File: config.mk
export PLATFORM = sky130hd
export DESIGN_NAME = roller_shutter_timer_controller_top
export DESIGN_NICKNAME = d
export VERILOG_FILES = /design/src/rtl/rstc_pkg.sv /design/src/rtl/rstc_arith.sv /design/src/rtl/roller_shutter_timer_controller_top.sv
export SDC_FILE = /design/constraint.sdc
export NUM_CORES = 1
export LEC_CHECK = 0
export ABC_AREA = 1
export BUFFER_PORTS_ARGS = -buffer_cell sky130_fd_sc_hd__buf_4
export CAP_MARGIN = 20
export CORE_MARGIN = 2
export CORE_UTILIZATION = 40
export DETAILED_ROUTE_END_ITERATION = 10
export GPL_TIMING_DRIVEN = 0
export PLACE_DENSITY = 0.59
export SKIP_CTS_REPAIR_TIMING = 1
export SYNTH_ARGS = -nofsm -noshare
export SYNTH_HDL_FRONTEND = slang
export SYNTH_SLANG_ARGS = --single-unit
File: constraint.sdc
create_clock -name clk -period 7.39 [get_ports clk]
set_clock_uncertainty 0.2 [all_clocks]
set_input_delay 0.3695 -clock clk [delete_from_list [all_inputs] [get_ports clk]]
set_output_delay 0.3695 -clock clk [all_outputs]
set_load 0.03 [all_outputs]
File: src/rtl/rstc_pkg.sv
// ----------------------------------------------------------------------------
// Roller shutter controller package
// Shared codes and types for the controller and its serial arithmetic unit.
// ----------------------------------------------------------------------------
package rstc_pkg;

  localparam logic [1:0] REQ_TICK = 2'd0;
  localparam logic [1:0] REQ_ACTION = 2'd1;
  localparam logic [1:0] REQ_SETPOS = 2'd2;

  localparam logic [1:0] ACT_OPEN = 2'd0;
  localparam logic [1:0] ACT_CLOSE = 2'd1;
  localparam logic [1:0] ACT_TOGGLE = 2'd2;
  localparam logic [1:0] ACT_STOP = 2'd3;

  localparam logic [1:0] ST_OPENING = 2'd0;
  localparam logic [1:0] ST_CLOSING = 2'd1;
  localparam logic [1:0] ST_STOPPED = 2'd2;

  localparam int REG_INVERT = 4;
  localparam logic [6:0] PCT_FULL = 7'd100;

  // Serial unit operations.
  typedef enum logic [1:0] {
    OP_POSITION = 2'd0,  // elapsed * 100 / full, clamped to 100
    OP_LIMIT = 2'd1      // full * pct / 100
  } arith_op_t;

  typedef struct packed {
    logic      start;
    arith_op_t op;
  } arith_ctl_t;

endpackage

File: src/rtl/rstc_arith.sv
// ----------------------------------------------------------------------------
// Roller shutter serial arithmetic
// Bit-serial multiply by a 7-bit factor followed by restoring division, one
// bit per cycle. Computes the stop position or the scaled run limit.
// ----------------------------------------------------------------------------
module rstc_arith #(
  parameter int TIME_BITS = 18
) (
  input  logic                  clk,
  input  logic                  rst,
  input  rstc_pkg::arith_ctl_t  ctl,
  input  logic [TIME_BITS-1:0]  a,      // elapsed or full time
  input  logic [TIME_BITS-1:0]  d,      // divisor for the position case
  input  logic [6:0]            factor, // 100 or percent
  output logic                  done,
  output logic [TIME_BITS-1:0]  result
);
  import rstc_pkg::*;

  localparam int PW = TIME_BITS + 7;
  localparam int CW = $clog2(PW + 1);

  typedef enum logic [2:0] {
    S_IDLE = 3'b001,
    S_MUL  = 3'b010,
    S_DIV  = 3'b100
  } state_t;

  state_t               state;
  logic [PW-1:0]        prod;     // product, then dividend shift register
  logic [PW-1:0]        mcand;
  logic [6:0]           mplier;
  logic [TIME_BITS+7:0] rem;
  logic [TIME_BITS-1:0] dvs;
  logic [PW-1:0]        quo;
  logic [CW-1:0]        cnt;
  arith_op_t            op;
  logic [TIME_BITS+7:0] rem_sh;
  logic [TIME_BITS+7:0] rem_sub;

  assign rem_sh  = {rem[TIME_BITS+6:0], prod[PW-1]};
  assign rem_sub = rem_sh - {8'd0, dvs};

  always_ff @(posedge clk) begin
    done <= 1'b0;
    if (rst) begin
      state <= S_IDLE;
    end else begin
      case (state)
        S_IDLE: begin
          if (ctl.start) begin
            op     <= ctl.op;
            prod   <= '0;
            mcand  <= {7'd0, a};
            mplier <= factor;
            dvs    <= (ctl.op == OP_LIMIT) ? TIME_BITS'(100) : d;
            cnt    <= '0;
            state  <= S_MUL;
          end
        end
        S_MUL: begin
          if (mplier[0]) prod <= prod + mcand;
          mcand  <= {mcand[PW-2:0], 1'b0};
          mplier <= {1'b0, mplier[6:1]};
          if (cnt == CW'(6)) begin
            cnt   <= '0;
            rem   <= '0;
            quo   <= '0;
            state <= S_DIV;
          end else begin
            cnt <= cnt + 1'b1;
          end
        end
        S_DIV: begin
          prod <= {prod[PW-2:0], 1'b0};
          if (!rem_sub[TIME_BITS+7]) begin
            rem <= rem_sub;
            quo <= {quo[PW-2:0], 1'b1};
          end else begin
            rem <= rem_sh;
            quo <= {quo[PW-2:0], 1'b0};
          end
          if (cnt == CW'(PW - 1)) begin
            state <= S_IDLE;
            done  <= 1'b1;
          end else begin
            cnt <= cnt + 1'b1;
          end
        end
        default: state <= S_IDLE;
      endcase
    end
  end

  // Position clamps to 100; the scaled limit never exceeds the time range.
  always_comb begin
    if (op == OP_POSITION && quo > PW'(100)) result = TIME_BITS'(100);
    else result = quo[TIME_BITS-1:0];
  end

endmodule

File: src/rtl/roller_shutter_timer_controller_top.sv
// ----------------------------------------------------------------------------
// Roller shutter timer controller
// Four-channel relay drive with time-based positioning and stop reports.
// ----------------------------------------------------------------------------
// Flow: an action's report is registered in S_SEND, passing S_CALC first when
// a stop of a moving channel computes its position in the bit-serial divider.
// A set-position item runs the divider from S_LIMIT. A tick scans one channel
// per cycle while no report waits, plus a divider pass per stop report.
// One item at a time; reset stops all channels and clears timers, limits, config.
module roller_shutter_timer_controller_top #(
  parameter int CHANNELS  = 4,
  parameter int TIME_BITS = 18
) (
  input  logic        clk,
  input  logic        rst,
  input  logic        s_axis_tvalid,
  output logic        s_axis_tready,
  input  logic [15:0] s_axis_tdata,   // req_type[1:0], channel[3:2], action[5:4], percent[12:6]
  output logic        m_axis_tvalid,
  input  logic        m_axis_tready,
  output logic [23:0] m_axis_tdata,   // report_channel[1:0], motion_state[3:2], drive_image[11:4],
                                      // position[18:12], position_valid[19]
  output logic        m_axis_tlast,
  input  logic        cfg_valid,
  output logic        cfg_ready,
  input  logic [2:0]  cfg_index,
  input  logic [31:0] cfg_data
);
  import rstc_pkg::*;

  typedef enum logic [4:0] {
    S_IDLE  = 5'b00001,
    S_SCAN  = 5'b00010,
    S_CALC  = 5'b00100,
    S_SEND  = 5'b01000,
    S_LIMIT = 5'b10000
  } state_t;

  localparam logic [TIME_BITS-1:0] TMAX = '1;

  logic [TIME_BITS-1:0] full_time [4];
  logic [3:0]           invert_mask;
  logic [3:0]           moving;
  logic [TIME_BITS-1:0] elapsed [4];
  logic [TIME_BITS-1:0] run_limit [4];
  logic [3:0]           last_was_close;
  logic [7:0]           relay_bits;

  state_t     state;
  logic [1:0] ch;
  logic [1:0] scan_ch;
  logic       from_tick;
  logic [1:0] o_ch;
  logic [1:0] o_st;
  logic [6:0] o_pos;
  logic       o_valid;
  logic       o_last;

  arith_ctl_t           actl;
  logic [TIME_BITS-1:0] a_a;
  logic [TIME_BITS-1:0] a_d;
  logic [6:0]           a_f;
  logic                 a_done;
  logic [TIME_BITS-1:0] a_res;

  logic [1:0] in_req, in_ch, in_act;
  logic [6:0] in_pct;
  assign in_req = s_axis_tdata[1:0];
  assign in_ch  = s_axis_tdata[3:2];
  assign in_act = s_axis_tdata[5:4];
  assign in_pct = s_axis_tdata[12:6];

  assign s_axis_tready = (state == S_IDLE) && !m_axis_tvalid;
  assign cfg_ready     = 1'b1;

  assign m_axis_tdata = {4'd0, o_valid, o_pos, relay_bits, o_st, o_ch};
  assign m_axis_tlast = o_last;

  rstc_arith #(.TIME_BITS(TIME_BITS)) u_arith (
    .clk(clk), .rst(rst), .ctl(actl), .a(a_a), .d(a_d), .factor(a_f),
    .done(a_done), .result(a_res)
  );

  // Elapsed after this tick's increment for the scanned channel.
  logic [TIME_BITS-1:0] el_inc;
  assign el_inc = (elapsed[scan_ch] < TMAX) ? elapsed[scan_ch] + 1'b1 : elapsed[scan_ch];

  // Any moving channel above the scanned one that will stop this tick.
  logic later_stop;
  always_comb begin
    later_stop = 1'b0;
    for (int i = 0; i < 4; i++) begin
      if (i > int'(scan_ch) && i < CHANNELS && moving[i]) begin
        if (((elapsed[i] < TMAX) ? elapsed[i] + 1'b1 : elapsed[i]) >= run_limit[i])
          later_stop = 1'b1;
      end
    end
  end

  logic inv;
  assign inv = invert_mask[in_ch];

  always_ff @(posedge clk) begin
    actl.start <= 1'b0;
    if (rst) begin
      state          <= S_IDLE;
      m_axis_tvalid  <= 1'b0;
      moving         <= '0;
      last_was_close <= '1;
      relay_bits     <= '0;
      invert_mask    <= '0;
      actl.op        <= OP_POSITION;
      for (int i = 0; i < 4; i++) begin
        full_time[i] <= '0;
        elapsed[i]   <= '0;
        run_limit[i] <= '0;
      end
    end else begin
      if (m_axis_tvalid && m_axis_tready) m_axis_tvalid <= 1'b0;
      if (cfg_valid) begin
        if (cfg_index < 3'(REG_INVERT)) full_time[cfg_index[1:0]] <= cfg_data[TIME_BITS-1:0];
        else if (cfg_index == 3'(REG_INVERT)) invert_mask <= cfg_data[3:0];
      end
      case (state)
        S_IDLE: begin
          if (s_axis_tvalid && s_axis_tready) begin
            ch <= in_ch;
            if (in_req == REQ_TICK) begin
              scan_ch <= '0;
              state   <= S_SCAN;
            end else if (int'(in_ch) < CHANNELS && in_req == REQ_ACTION) begin
              logic [1:0] act;
              act = in_act;
              run_limit[in_ch] <= full_time[in_ch];
              if (act == ACT_TOGGLE)
                act = moving[in_ch] ? ACT_STOP : (last_was_close[in_ch] ? ACT_OPEN : ACT_CLOSE);
              o_ch    <= in_ch;
              o_last  <= 1'b1;
              o_pos   <= '0;
              from_tick <= 1'b0;
              if (act == ACT_OPEN || act == ACT_CLOSE) begin
                last_was_close[in_ch]   <= (act == ACT_CLOSE);
                relay_bits[{in_ch, 1'b0}] <= (act == ACT_CLOSE) ^ inv;
                relay_bits[{in_ch, 1'b1}] <= (act != ACT_CLOSE) ^ inv;
                moving[in_ch]  <= 1'b1;
                elapsed[in_ch] <= '0;
                o_valid <= 1'b0;
                o_st  <= (act == ACT_CLOSE) ? ST_CLOSING : ST_OPENING;
                state <= S_SEND;
              end else begin
                relay_bits[{in_ch, 1'b0}] <= 1'b0;
                relay_bits[{in_ch, 1'b1}] <= 1'b0;
                o_st <= ST_STOPPED;
                // Only a stop of a moving channel carries a position.
                o_valid <= moving[in_ch];
                if (moving[in_ch]) begin
                  a_a        <= elapsed[in_ch];
                  a_d        <= full_time[in_ch];
                  a_f        <= PCT_FULL;
                  actl.op    <= OP_POSITION;
                  actl.start <= 1'b1;
                  state      <= S_CALC;
                end else begin
                  state <= S_SEND;
                end
                moving[in_ch]  <= 1'b0;
                elapsed[in_ch] <= '0;
              end
            end else if (int'(in_ch) < CHANNELS && in_req == REQ_SETPOS) begin
              a_a        <= full_time[in_ch];
              a_d        <= full_time[in_ch];
              a_f        <= (in_pct > PCT_FULL) ? PCT_FULL : in_pct;
              actl.op    <= OP_LIMIT;
              actl.start <= 1'b1;
              state      <= S_LIMIT;
            end
          end
        end
        S_SCAN: begin
          if (!m_axis_tvalid) begin
            if (int'(scan_ch) < CHANNELS && moving[scan_ch]) begin
              if (el_inc >= run_limit[scan_ch]) begin
                relay_bits[{scan_ch, 1'b0}] <= 1'b0;
                relay_bits[{scan_ch, 1'b1}] <= 1'b0;
                moving[scan_ch]  <= 1'b0;
                elapsed[scan_ch] <= '0;
                o_ch      <= scan_ch;
                o_st      <= ST_STOPPED;
                o_valid   <= 1'b1;
                o_last    <= !later_stop;
                from_tick <= 1'b1;
                a_a        <= el_inc;
                a_d        <= full_time[scan_ch];
                a_f        <= PCT_FULL;
                actl.op    <= OP_POSITION;
                actl.start <= 1'b1;
                state      <= S_CALC;
              end else begin
                elapsed[scan_ch] <= el_inc;
              end
            end
            if (state == S_SCAN && !(int'(scan_ch) < CHANNELS && moving[scan_ch]
                && el_inc >= run_limit[scan_ch])) begin
              if (scan_ch == 2'd3) state <= S_IDLE;
              scan_ch <= scan_ch + 1'b1;
            end
          end
        end
        S_CALC: begin
          if (a_done) begin
            o_pos <= (a_d == '0) ? PCT_FULL : a_res[6:0];
            state <= S_SEND;
          end
        end
        S_SEND: begin
          m_axis_tvalid <= 1'b1;
          if (from_tick && scan_ch != 2'd3) begin
            scan_ch <= scan_ch + 1'b1;
            state   <= S_SCAN;
          end else begin
            state <= S_IDLE;
          end
        end
        S_LIMIT: begin
          if (a_done) begin
            run_limit[ch] <= a_res;
            state <= S_IDLE;
          end
        end
        default: state <= S_IDLE;
      endcase
    end
  end

endmodule
After elaboration in Yosys (flattened, before gate mapping)
Memory sizes are Yosys's and may differ from the RTL's. A register that Yosys moved wholly into a read port is not among the register bits.
Cells that the tools add are included.
{"block": "classes", "add_sub_neg": 8, "n_lt_le_gt_ge": 26, "n_eq_ne": 39, "n_mux": 246, "n_bitwise": 21, "n_reduce_logical": 53}
{"op": "18-bit 2-to-1 mux", "count": 29}
{"op": "25-bit 2-to-1 mux", "count": 6}
{"op": "25-bit case mux with 2 select lines", "count": 3}
{"op": "7-bit 2-to-1 mux", "count": 16}
{"op": "18-bit OR reduction", "count": 5}
{"op": "1-bit 2-to-1 mux", "count": 85}
{"op": "25-bit case mux with 3 select lines", "count": 1}
{"op": "18-bit by 1-bit adder with 18-bit output, second input constant", "count": 4}
{"op": "18-bit >= comparator", "count": 4}
{"op": "18-bit < comparator, second input constant", "count": 4}
{"op": "18-bit case mux with 2 select lines", "count": 2}
{"op": "5-bit 2-to-1 mux", "count": 14}
{"op": "2-bit 2-to-1 mux", "count": 34}
{"op": "8-bit 2-to-1 mux", "count": 7}
{"op": "7-bit case mux with 2 select lines", "count": 3}
{"op": "3-bit 2-to-1 mux", "count": 12}
{"op": "4-bit 2-to-1 mux", "count": 9}
{"op": "8-bit bitwise AND", "count": 4}
{"op": "26-bit by 18-bit subtractor with 26-bit output", "count": 1}
{"op": "25-bit adder", "count": 1}
{"op": "25-bit by 7-bit > comparator with 1-bit output, second input constant", "count": 1}
{"op": "5-bit case mux with 5 select lines", "count": 1}
{"op": "2-bit by 1-bit inequality test with 1-bit output, second input constant", "count": 10}
{"op": "18-bit logical NOT", "count": 1}
{"op": "60 further kinds", "count": 136}
{"block": "totals", "ff_bits": 226, "ramBits": 216, "input_bits": 56, "out_inout_bits": 28, "memories": 3}
{"name": "elapsed", "depth": 4, "word_bits": 18, "read_ports": 5, "rd_clocked_by_memory_dff": 1, "write_ports": 4, "line_no": "roller_shutter_timer_controller_top.sv:44", "source": "logic [TIME_BITS-1:0] elapsed [4];"}
{"name": "full_time", "depth": 4, "word_bits": 18, "read_ports": 2, "rd_clocked_by_memory_dff": 1, "write_ports": 4, "line_no": "roller_shutter_timer_controller_top.sv:41", "source": "logic [TIME_BITS-1:0] full_time [4];"}
{"name": "run_limit", "depth": 4, "word_bits": 18, "read_ports": 4, "rd_clocked_by_memory_dff": 1, "write_ports": 4, "line_no": "roller_shutter_timer_controller_top.sv:45", "source": "logic [TIME_BITS-1:0] run_limit [4];"}

Logic depth before layout (Yosys ltp)
{"block": "depth", "word_depth": 23, "depth_mapped": 31, "mapped_depth_nobuf": 29}

Cells and area by module
From an unflattened synthesis, not the netlist that was laid out.
{"block": "hier_totals", "cells_unflattened": 3471, "hier_area_um2": 27970.6}
{"mod": "roller_shutter_timer_controller_top", "instances": 1, "cells_each": 2271, "area_each_um2": 18895.6}
{"mod": "rstc_arith", "instances": 1, "cells_each": 1200, "area_each_um2": 9075.0}

Least setup slack after synthesis
OpenSTA, ideal clock, no wires.
{"block": "synth_timing", "path_type": "register to register", "start": "register with a tool-made name", "end": "register a_a[0] (enable)", "setup_ps": 443, "arrival_time_ps": 5077, "t_required_ps": 6747, "setup_slack_ps": 1669, "path_stages_with_launch": 25, "n_path_buf": 2, "cell_sequence": "dfxtp_1 buf_6 buf_4 a21oi_1 o21ai_0 nand2_2 ha_1 inv_1 nor2_2 nand3_2 nor2_1 nand2_1 xnor2_1 nand2_2 ha_1 nand2_1 nor2_1 nand3_1 o21ai_0 nor2_1 nand2_1 nand2_1 nand2_1 nand2_1 nor2_1"}
{"element": "end signal: assignment", "line_no": "roller_shutter_timer_controller_top.sv:157", "source": "a_a <= elapsed[in_ch];"}
{"element": "end signal: assignment", "line_no": "roller_shutter_timer_controller_top.sv:170", "source": "a_a <= full_time[in_ch];"}
{"element": "end signal: assignment", "line_no": "roller_shutter_timer_controller_top.sv:192", "source": "a_a <= el_inc;"}
{"element": "end: declaration", "line_no": "roller_shutter_timer_controller_top.sv:60", "source": "logic [TIME_BITS-1:0] a_a;"}

==> out/qor.yml <==
clock_network:
  numCtsBuffers: 50
  cts_tree: "done"
  clk_pin_slew_ns: 0.06
  cts_sinks: 442
  cts.htree.levels: 2
  clk_latency_ns: 0.60
  cts_buffer_depth: 3
  clockRootBuffer: "clkbuf_16"
logic_synthesis:
  ys_seq_elements: 442
  synth_top_flop_cell: "edfxtp_1"
  synth_compound_area_share_pct: 11.5
  synth_fa_ha_area_share_pct: 6.08
  synth_cell_types: 65
  async_flop_share_pct: 0
  synth_xor_area_share_pct: 2.30
  syn_inst: 3326
  muxShareOfSynthArea_pct: 0.0821
  synthSimpleGateAreaFrac_pct: 24.5
  yosysWarnings: 0
  synth.yosys.seq_area_share_pct: 47.1
  synth.area.top_cells: "edfxtp_1 45%, nand2_1 10%, nor2_1 6.4%"
  synth_top_area_cell: "edfxtp_1"
  synth_area_per_cell_um2: 8.25
  synth_top_area_share_pct: 44.7
  syn_area_um2: 27400
  synth_top_family_by_area: "simple AND/OR/NAND/NOR gates"
  synth_edf_count: 408
outcome:
  status: "complete, but fails checks"
  violations: "negative hold slack"
timing:
  whs_ns: -0.0487
  slew_headroom_pct: 19.4
  drv_slew: 0
  finalWorstSetupSlack_ns: 1.64
  finalSetupViolCount: 0
  hold_viol: 8
  worst_pin_slew_ns: 1.21
  max_freq_ghz: 0.174
  period_minus_slack_ns: 5.75
  rsz0062_at_grt: "false"
  period_share_pct: 77.8
placement:
  place_area_um2: 29200
  port_buffers: 61
  place_hpwl_um: 73700
  place_ws_ns: 1.75
  routabilityCongestion: 1.00
power:
  switching_share_pct: 35.3
  p_per_area_nw_per_um2: 256
  seqPwrFrac_pct: 38.7
  p_leak_uw: 0.0132
  p_sw_uw: 2820
  pwr-share-comb_pct: 28.6
  power.internal_uw: 5170
  p_clk_share_pct: 32.7
  vdd_drop_max_mv: 0.148
floorplanning:
  chipWidth_um: 266
  fp.coreArea_um2: 68200
  ios: 84
  dieArea_um2: 70700
  num_rows: 96
  dieHeight_um: 266
  start_util_pct: 40.2
worst_hold_path:
  holdCritPathClass: "in -> reg"
routing:
  detail_route.first_pass.iterations: 6
  wl_per_cell_um: 21.6
  drc: 0
  postRouteAntennaNets: 0
  drt_iter0_markers: 2769
  finalWirelength_um: 95000
  vias_per_cell: 5.45
  num_vias: 24000
global_route:
  grt.total_usage_pct: 26.5
  grt_max_degree: 26
  grt_pass1_vias: 22100
  grt_pass1_wl_um: 140000
  grt_overflow_total: 0
  antenna_found_initial: 0
setup_path:
  cp-end-kind: "flop"
  crit_slowest_cell: "nor2_4"
  cp_cell_sequence: "buf_4 > buf_2 > o211ai_1 > nand2_2 > ha_1 > inv_1 > nor2_2 > nand3_2 > nor2_1 > nand2_1 > xnor2_1 > nand2_2 > ha_1 > nand2_1 > nor2_1 > nand3_1 > o21bai_1 > nor2_1 > nand2_1 > nand2_1 > nand2_1 > nand2_1 > nor2_4 > buf_12"
  arrival_ns: 5.84
  start_kind: "flop"
  slowest_delay_ns: 0.50
  cp.required_ns: 7.48
  crit_type: "reg -> reg"
  cpMostUsedCell: "nand2_1"
  critPathMaxFanout: 25
cells_and_area:
  drive_gt1_share_pct: 8.78
  fin_nets: 3668
  fin_area_um2: 31200
  fin_util_pct: 45.8
  area_growth_pct: 13.9
  layout_commonest_cell: "nand2_1"
  fillCellCount: 6733
  mostFrequentLayoutCells: "740 x nand2_1, 462 x nor2_1, 421 x inv_1, 408 x edfxtp_1, 206 x o21ai_0"
job:
  drv_cap: 0
-- metal layers --
layer	track usage [%]	share of wire [%]	vias up
met5	0	0	-
met4	10.7	4.3	0
met3	4.15	8.5	186
met2	41.4	44	1106
met1	36.8	43	11200
li1	-	-	11500
-- final cells by class --
class / instances / area, µm² / share of cell area [%]
sequential: 442 / 12900 / 41.4
multi-input combinational: 2327 / 12300 / 39.4
clock buffer: 63 / 1380 / 4.42
inverter: 442 / 1670 / 5.33
clock inverter: 30 / 328 / 1.05
timing repair buffer: 99 / 915 / 2.93
antenna: 1 / 2.50 / 0.00801
buffer: 118 / 618 / 1.98
tap: 882 / 1100 / 3.53
-- worst paths after layout --
| path | from | to | slack [ns] | cells after the start |
|---|---|---|---|---|
| worst min-delay path | cfg_data[3] | invert_mask[3]$_SDFFE_PP0P_ | -0.05 | 3 |
| worst min register to register | actl[0]$_SDFFE_PP0P_ | u_arith.op[0]$_DFFE_PP_ | 0.24 | 0 |
| worst max register to register | flop | a_f[2]$_SDFFCE_PP1P_ | 1.64 | 24 |
| worst max-delay path | flop | a_f[2]$_SDFFCE_PP1P_ | 1.64 | 24 |
-- stage by stage --
stage               total power [µW]  TNS, ns  std cells
floorplan                       4550        0       3329
global placement                5340   -60.44       4272
detailed placement              5360        0       4282
CTS                             7950        0       4375
global route                    8320        0       4403
finish                          7990        0       4404
-- power groups by stage --
| stage | combinational [µW] | clock, µW | sequential (µW) |
|---|---|---|---|
| detailed placement | 2220 | 0 | 3140 |
| finish | 2290 | 2610 | 3090 |
| CTS | 2230 | 2630 | 3090 |
| global placement | 2190 | 0 | 3150 |
| global route | 2490 | 2720 | 3110 |
| floorplan | 1430 | 0 | 3130 |
-- critical path, delay by kind of cell, from the launching register on --
family                   cells  cell delay, ns
AO/OA/AOI/OAI                2            0.31
XOR/XNOR                     1            0.17
adder cells (fa/ha/maj)      2            0.71
buffers and inverters        4            0.88
flip-flops                   1            0.31
AND/OR/NAND/NOR             15            2.83
-- synth_stat cells, types with 20 or more instances --
cell type and instances:
a21oi_1 199, a221oi_1 21, a22oi_1 34, clkbuf_1 64, dfxtp_1 34, edfxtp_1 408
ha_1 130, inv_1 421, nand2_1 740, nand2_2 32, nand3_1 140, nand4_1 56
nor2_1 465, nor3_1 60, nor4_1 20, o21ai_0 206, xor2_1 56
-- registers in the layout, indices dropped and copies added (netlist names), 3 cells and up, named ones only --
register        cells
u_arith.rem        25
a_d                18
u_arith.dvs        18
u_arith.mcand      25
moving              4
relay_bits          8
state               5
u_arith.cnt         5
a_f                 7
u_arith.quo        25
a_a                18
u_arith.prod       25
o_pos               7
run_limit          72
last_was_close      4
u_arith.mplier      7
u_arith.state       3
full_time          72
invert_mask         4
elapsed            72
-- cell families after synthesis --
logic type	after synthesis
AOI/OAI and AO/OA	547
xor gates and xnor gates	72
adders and majority gates	132
buffers and inverters	560
DFF	442
muxes	2
other	2
and+or+nand+nor	1569
(Power assumes the default switching activity.)
